===== src/hw/rtl/ffcm_pkg.sv =====
`timescale 1ns / 1ps
`default_nettype none

package ffcm_pkg;

  localparam int FRAC_BITS_DEF = 16;

  // view_mode codes; the spare code falls through to vorticity
  localparam logic [1:0] MODE_PRESSURE = 2'd0;
  localparam logic [1:0] MODE_SPEED    = 2'd1;
  localparam logic [1:0] MODE_VORT     = 2'd2;

  typedef struct packed {
    logic       valid;
    logic [1:0] mode;
  } ctl_t;

  typedef struct packed {
    logic [1:0]  view_mode;
    logic [31:0] reference_density;
    logic [31:0] pressure_scale;
    logic [31:0] speed_scale;
    logic [31:0] vorticity_scale;
  } cfg_t;

endpackage

`default_nettype wire


===== src/hw/rtl/ffcm_sqrt.sv =====
`timescale 1ns / 1ps
`default_nettype none

module ffcm_sqrt #(
  parameter int FRAC_BITS = ffcm_pkg::FRAC_BITS_DEF
) (
  input  wire logic               clk,
  input  wire logic               rst,
  input  wire logic               en,
  input  wire logic [63:0]        sum,
  input  wire logic [FRAC_BITS:0] t_in,
  input  wire ffcm_pkg::ctl_t     ctl_in,
  output logic [31:0]             root,
  output logic [FRAC_BITS:0]      t_out,
  output ffcm_pkg::ctl_t          ctl_out
);

  localparam int TW     = FRAC_BITS + 1;
  localparam int STEPS  = 2;
  localparam int STAGES = 32 / STEPS;

  typedef struct packed {
    logic [34:0] rem;
    logic [31:0] root;
    logic [63:0] x;
  } sq_t;

  // one result digit: remainder stays below 2^33 before each step
  function automatic sq_t sq_step(sq_t s);
    sq_t         n;
    logic [34:0] r;
    logic [34:0] trial;
    r     = {s.rem[32:0], s.x[63:62]};
    trial = {1'b0, s.root, 2'b01};
    n.x   = {s.x[61:0], 2'b00};
    if (r >= trial) begin
      n.rem  = r - trial;
      n.root = {s.root[30:0], 1'b1};
    end else begin
      n.rem  = r;
      n.root = {s.root[30:0], 1'b0};
    end
    return n;
  endfunction

  sq_t            st_q  [STAGES];
  logic [TW-1:0]  t_q   [STAGES];
  ffcm_pkg::ctl_t ctl_q [STAGES];

  for (genvar i = 0; i < STAGES; i++) begin : g_stage
    sq_t            st_in, st_next;
    logic [TW-1:0]  tin;
    ffcm_pkg::ctl_t cin;

    if (i == 0) begin : g_first
      assign st_in = {35'd0, 32'd0, sum};
      assign tin   = t_in;
      assign cin   = ctl_in;
    end else begin : g_next
      assign st_in = st_q[i-1];
      assign tin   = t_q[i-1];
      assign cin   = ctl_q[i-1];
    end

    always_comb begin
      st_next = st_in;
      for (int k = 0; k < STEPS; k++) begin
        st_next = sq_step(st_next);
      end
    end

    always_ff @(posedge clk) begin
      if (rst) begin
        ctl_q[i] <= '0;
      end else if (en) begin
        ctl_q[i] <= cin;
      end
    end

    always_ff @(posedge clk) begin
      if (en) begin
        st_q[i] <= st_next;
        t_q[i]  <= tin;
      end
    end
  end

  assign root    = st_q[STAGES-1].root;
  assign t_out   = t_q[STAGES-1];
  assign ctl_out = ctl_q[STAGES-1];

endmodule

`default_nettype wire


===== config.mk =====
export PLATFORM = sky130hd
export DESIGN_NAME = ffcm_sqrt
export DESIGN_NICKNAME = d
export VERILOG_FILES = /design/src/hw/rtl/ffcm_pkg.sv /design/src/hw/rtl/ffcm_sqrt.sv
export SDC_FILE = /design/constraint.sdc
export NUM_CORES = 2
export LEC_CHECK = 0
export BUFFER_PORTS_ARGS = -buffer_cell sky130_fd_sc_hd__buf_2
export CAP_MARGIN = 5
export CORE_ASPECT_RATIO = 0.5
export CORE_MARGIN = 1.5
export CORE_UTILIZATION = 40
export DETAILED_ROUTE_END_ITERATION = 8
export SETUP_SLACK_MARGIN = 0.1
export SKIP_LAST_GASP = 1
export SYNTH_ARGS = -nofsm -noshare
export SYNTH_HDL_FRONTEND = slang
export SYNTH_SLANG_ARGS = --single-unit

===== constraint.sdc =====
create_clock -name clk -period 6.2 [get_ports clk]
set_clock_uncertainty 0.05 [all_clocks]
set_input_delay 0.31 -clock clk [delete_from_list [all_inputs] [get_ports clk]]
set_output_delay 0.31 -clock clk [all_outputs]
set_load 0.02 [all_outputs]

Word level (Yosys, flattened, before mapping)
Memories as Yosys holds them, arrays and structs flattened.
Index checks and enable logic that the tools add are counted.
{"block": "word_totals", "in_bits": 87, "register_bits": 0, "output_inout_bits": 52, "memories": 3, "ram_bits": 2352, "wordCells": 137}
{"block": "classes", "muxes": 54, "magnitude_cmp": 32, "n_addsub": 32, "bitwise_logic": 16}
{"memory": "st_q", "depth": 16, "word_bits": 127, "rd": 16, "rd_clocked_by_memory_dff": 0, "wr": 16, "line_no": "ffcm_sqrt.sv:46", "source": "sq_t st_q [STAGES];"}
{"memory": "t_q", "depth": 16, "word_bits": 17, "rd": 16, "rd_clocked_by_memory_dff": 0, "wr": 16, "line_no": "ffcm_sqrt.sv:47", "source": "logic [TW-1:0] t_q [STAGES];"}
{"memory": "ctl_q", "depth": 16, "word_bits": 3, "rd": 16, "rd_clocked_by_memory_dff": 0, "wr": 16, "line_no": "ffcm_sqrt.sv:48", "source": "ffcm_pkg::ctl_t ctl_q [STAGES];"}
{"cell": ">= comparator 35 x 34 -> 1 bit", "count": 31}
{"cell": "2-to-1 mux 67 bit", "count": 16}
{"cell": "2-to-1 mux 65 bit", "count": 16}
{"cell": "subtractor 35 x 34 -> 35 bit", "count": 16}
{"cell": "subtractor 33 bit", "count": 15}
{"cell": "2-to-1 mux 3 bit", "count": 16}
{"cell": "bitwise OR 1 bit", "count": 16}
{"cell": "2-to-1 mux 1 bit", "count": 6}
{"cell": "subtractor 2 x 1 -> 3 bit (second input constant)", "count": 1}
{"cell": ">= comparator 2 x 1 -> 1 bit (second input constant)", "count": 1}

Logic depth before layout (Yosys ltp)
An unclocked memory read counts as a cell.
{"block": "logic_depth", "word_depth": 5, "ltp_mapped": 31, "ltp_nobuf": 27}

Worst setup path after synthesis
No wires, ideal clock.
{"block": "synth_path", "path_type": "reg2reg", "start": "mem st_q[1][590] in the netlist's numbering", "end": "mem st_q[1][736] in the netlist's numbering, data pin", "path_slack_ps": -96, "period_less_slack_ps": 6296, "setup_time_ps": 260, "stages_incl_launch_ff": 29, "t_arrival_ps": 5986, "required_time_ps": 5890, "path_buffers": 6, "cell_sequence": "edfxtp_1 -> inv_1 -> ha_1 -> clkbuf_1 -> nand4_1 -> nor2_1 -> a2111oi_0 -> nand3_1 -> or2_1 -> clkbuf_1 -> inv_2 -> clkbuf_1 -> clkbuf_1 -> nand2_1 -> o21ai_0 -> ha_1 -> a21o_1 -> a21o_1 -> a21oi_1 -> nor2_1 -> a211oi_1 -> o31a_1 -> o21ai_1 -> a22o_1 -> and2_1 -> nor4bb_1 -> buf_2 -> buf_1 -> mux2_2"}
{"item": "start, declared", "line_no": "ffcm_sqrt.sv:46"}

==> implementation parameters <==
Parameter                              Value

Min path
  Cell count of the worst hold path    2
  Hold crit path type    input port to flop
  Worst min-delay path startpoint    sum[49]
  Endpoint of the worst hold path    st_q[0][49]

Detailed routing
  Final routed wire length divided by cell count    ~18 um
  DRC violation total after the first TritonRoute iteration    roughly 4000
  Per-cell via count in the routed design    5.395
  DRC viols    0
  Antenna Violating Nets Remaining    0
  Pre-antenna DRT Iters    7
  Overall via count from detail_route    ~66000
  DRT Wirelength    roughly 220000 um

Pwr
  Fraction of power consumed by the clock network    a little over a fifth
  Switching Fraction    36.73%
  Leak    40.97 nW
  Total power per unit cell area    ~410 nW/um2
  Combinational share of power    44.1%
  Switching Power    roughly 0.016 W
  Cell internal pwr    0.02751 W
  Fraction of power consumed by sequential logic    between 30% and 40%
  VDD IR-drop max    around 230 uV

Final layout
  Final layout net count    9707
  Area growth from synthesis to layout    15.15%
  Fraction of final layout cells sized beyond drive strength 1    between 10% and 20%
  Filler cells    20930
  Count of inserted antenna diode cells    0
  End-of-flow core utilization    around 47%

Clock tree
  Clock Pin Slew Worst Setup and Hold Paths    approximately 70 ps
  H-Tree Depth    4
  Worst skew pair latency    approximately 830 ps
  TritonCTS buffer count    ~160
  Sinks on Clock Net    between 1500 and 2000
  Root cell of the clock tree    sky130_fd_sc_hd__clkbuf_16
  Max Root-Sink Buffers    4
  CTS tree    built

GRT
  Vias in the first global route    between 60000 and 70000
  Global-route wire length before repair    around 340000 um
  Initial antenna violation count    1
  Global-route usage over all layers    between 10% and 20%
  GRT overflow    0
  Pin count of the biggest net entering global routing    around 170

Floorplan
  Initial Util    between 40% and 50%
  Die area    about 230000 um2
  Die boundary width    slightly below 700 um
  Die Y    341.0 um
  I/O pin cnt    between 100 and 150
  Core region area    around 230000 um2
  Standard-cell row count    approximately 120

Logic synthesis
  Synthesized area divided by synthesized cell count    approximately 11 um2
  Top flip-flop cell by instance count after synthesis    sky130_fd_sc_hd__edfxtp_1
  Async S/R FF share, synth    0%
  Synthesis-stage register bit count    1545
  Number of enable flip-flop cells after synthesis    1545
  Library cells used by synthesis    between 100 and 150
  Number of synthesis warnings    0
  Synth Instances    about 8400
  Area of the mapped netlist    91380 um2
  Share of synthesized area occupied by flip-flops and latches    between 50 and 60%

Setup path
  Worst stage delay on the critical path    between 500 and 600 ps
  Capturing element type of the critical path    flop
  Cells along the critical path    ha_1 -> nand3_1 -> nor2_1 -> nand2_1 -> a31oi_1 -> or2_1 -> clkinv_4 -> buf_4 -> nand2_1 -> o21ai_0 -> ha_1 -> nand4_1 -> or4_1 -> or3_1 -> or3_1 -> a211oi_2 -> a211oi_1 -> nand2_1 -> nor4bb_4 -> buf_4 -> inv_2 -> mux2_2
  Minimum setup slack among reg-to-reg paths    270 ps
  Nature of the critical path startpoint    flop
  Worst Path Buf+Inv    4
  Worst Reg2Reg Path Length in Cells    22
  Destination of the worst register-to-register timing path    st_q[1][746]
  Worst flop-to-flop path startpoint    st_q[1][621]
  Most common cell on crit path    sky130_fd_sc_hd__nand2_1
  Max FO, Critical Path    10
  CP Data Arrival Time    6410 ps
  Worst Path Required    6680 ps
  Start-to-end type of the worst setup path    flop to flop
  Family with the most delay on the worst path    simple AND/OR/NAND/NOR gates
  Slowest stage cell on the critical path    sky130_fd_sc_hd__or4_1

Place
  Last weighted congestion value of the routability-driven placer    about 0.94
  Count of input and output buffers    about 140
  HPWL after detailed placement    roughly 170000 um

Timing
  Worst-case headroom to the max-slew limit    approximately 22%
  Final setup TNS    0 ps
  RSZ-0062 raised after global routing    true
  Number of hold-slack violations in the final timing report    0
  Min cycle time layout    between 5000 and 6000 ps
  Number of slew-limit violations in the final report    0
  Worst Tran Pin Value    roughly 1100 ps
  Setup Viol. Count Final    0
  Part of the cycle the worst path needs    95.63%
  Top achievable clock speed    approximately 170 MHz

Outcome
  Status    completed

Flow run
  Max-cap violation count    0
-- synthesized netlist by cell type, types with 63 or more instances --
cell type	count	area share, %
sky130_fd_sc_hd__a21oi_1	649	3.6
sky130_fd_sc_hd__nand2_1	628	2.6
sky130_fd_sc_hd__a21o_1	275	2.3
sky130_fd_sc_hd__xor2_1	285	2.7
sky130_fd_sc_hd__or3_1	78	0.53
sky130_fd_sc_hd__nor3_1	198	1.1
sky130_fd_sc_hd__xnor2_1	451	4.3
sky130_fd_sc_hd__o21bai_1	72	0.59
sky130_fd_sc_hd__o31ai_1	69	0.57
sky130_fd_sc_hd__nor2_1	585	2.4
sky130_fd_sc_hd__nor4_1	90	0.62
sky130_fd_sc_hd__o21a_1	72	0.59
sky130_fd_sc_hd__nor2b_1	80	0.55
sky130_fd_sc_hd__mux2_2	117	1.4
sky130_fd_sc_hd__clkbuf_1	156	0.64
sky130_fd_sc_hd__ha_1	557	7.6
sky130_fd_sc_hd__edfxtp_1	1545	51
sky130_fd_sc_hd__nand3_1	202	1.1
sky130_fd_sc_hd__o21ai_0	436	2.4
sky130_fd_sc_hd__inv_1	461	1.9
sky130_fd_sc_hd__and3_1	73	0.50
sky130_fd_sc_hd__a211oi_1	63	0.52
sky130_fd_sc_hd__nand4_1	149	1.0
sky130_fd_sc_hd__nand2b_1	87	0.60
sky130_fd_sc_hd__and2_1	105	0.72
-- timing repair --
action / 4_1_cts / 5_1_grt
setup buffers: 1 / 11
hold buffers: 87 / 0
hold endpoints to repair: 111 / 0
pin swaps: 1 / 18
endpoints found under the setup margin: 56 / 231
cloned: 0 / 1
resized for setup: 13 / 99
-- cells in the final DEF, fill, tap and decap left out, types with 48 or more instances in the layout --
cell type and instances:
sky130_fd_sc_hd__and3_1 70, sky130_fd_sc_hd__o21ai_0 420, sky130_fd_sc_hd__or4_1 48, sky130_fd_sc_hd__nand4_1 149, sky130_fd_sc_hd__and2_1 105, sky130_fd_sc_hd__a21oi_1 641
sky130_fd_sc_hd__nor2_1 583, sky130_fd_sc_hd__a211oi_1 59, sky130_fd_sc_hd__nand2_1 628, sky130_fd_sc_hd__buf_2 137, sky130_fd_sc_hd__ha_1 545, sky130_fd_sc_hd__xnor2_1 451
sky130_fd_sc_hd__o21a_1 72, sky130_fd_sc_hd__xor2_1 285, sky130_fd_sc_hd__dlygate4sd3_1 87, sky130_fd_sc_hd__a31oi_1 59, sky130_fd_sc_hd__nand3_1 200, sky130_fd_sc_hd__o21bai_1 72
sky130_fd_sc_hd__edfxtp_1 1545, sky130_fd_sc_hd__a21o_1 275, sky130_fd_sc_hd__nor3_1 196, sky130_fd_sc_hd__nand2b_1 87, sky130_fd_sc_hd__o31ai_1 66, sky130_fd_sc_hd__nor2b_1 79
sky130_fd_sc_hd__inv_1 460, sky130_fd_sc_hd__clkbuf_16 160, sky130_fd_sc_hd__nor4_1 85, sky130_fd_sc_hd__buf_4 478, sky130_fd_sc_hd__mux2_2 117, sky130_fd_sc_hd__or3_1 77
-- area by class of cell --
class | instances | area (um2) | area share (%)
Clock buffer | 184 | 4073 | 3.871
Clock inverter | 87 | 963.4 | 0.9156
Inverter | 478 | 1809 | 1.719
Multi-Input combinational cell | 6154 | 42630 | 40.52
Sequential cell | 1545 | 46390 | 44.09
Tap cell | 3000 | 3754 | 3.567
Timing Repair Buffer | 726 | 5595 | 5.318
-- power by group through the flow --
stage                     Sequential [W]  Clock [W]  Combinational, W
final                             0.0147    0.00958            0.0192
after global routing              0.0149     0.0103            0.0211
after CTS                         0.0147    0.00994            0.0189
after detailed placement          0.0149          0            0.0187
after global placement            0.0149          0            0.0187
after floorplan                   0.0144          0            0.0134
-- through the flow --
stage	instance area, um2	setup slack [ps]	total power (W)	cells	hold slack, ps
after CTS	104800	64.22	0.04355	12162	64.50
final	105200	270.7	0.04348	12174	149.8
after detailed placement	98780	-305.5	0.03360	11803	354.5
after global placement	98780	-235.6	0.03359	11803	350.2
after floorplan	91400	139.2	0.02785	8413	350.3
after global routing	105200	-8.922	0.04631	12174	87.85
-- worst max path at each step --
stage | start | endpoint | cells past startpoint | slack (ps)
2_1_floorplan | st_q[1][197] | st_q[1][358] | 26 | 140
3_3_place_gp | st_q[1][733] | st_q[1][884] | 21 | -240
3_5_place_dp | st_q[1][703] | st_q[1][884] | 22 | -310
4_1_cts | st_q[1][703] | st_q[1][884] | 24 | 60
5_1_grt | st_q[1][444] | st_q[1][629] | 23 | -9
6_report | st_q[1][621] | st_q[1][746] | 22 | 270
-- layer usage --
metal	track usage, %	wire length [um]	share of wire [%]	up-vias
li1	-	-	-	32901
met1	22.73	96570	44	31062
met2	32.59	108100	49	1244
met3	2.366	7386	3.3	472
met4	7.034	9028	4.1	0
met5	0	0	0	-
-- worst reg2reg max path, delay by kind of cell, from the launching register on --
family	cells	cell delay, ps
flops	1	390
mux	1	330
compound gates	4	730
buf+inv	4	550
simple gates	11	2740
fa+ha+maj	2	860
-- logic make-up (layout without fill, tap and decap cells) --
logic type                 count (synthesis)  count (layout)  synth area share (%)
DFF                                     1545            1545                 50.77
adders and majority gates                557             557                 7.627
buffers and inverters                    714            1475                 3.070
other                                      1               3              0.004104
xor gates and xnor gates                 737             737                 7.072
muxes                                    150             150                 1.809
AOI/OAI and AO/OA                       2124            2124                 15.04
and+or+nand+nor                         2583            2583                 14.60
-- flip-flops by register name (all words and copies together), names as in the netlist --
name   cells
st_q    1225
t_q      272
ctl_q     48
Note: power is estimated with default switching activity, not from simulation.
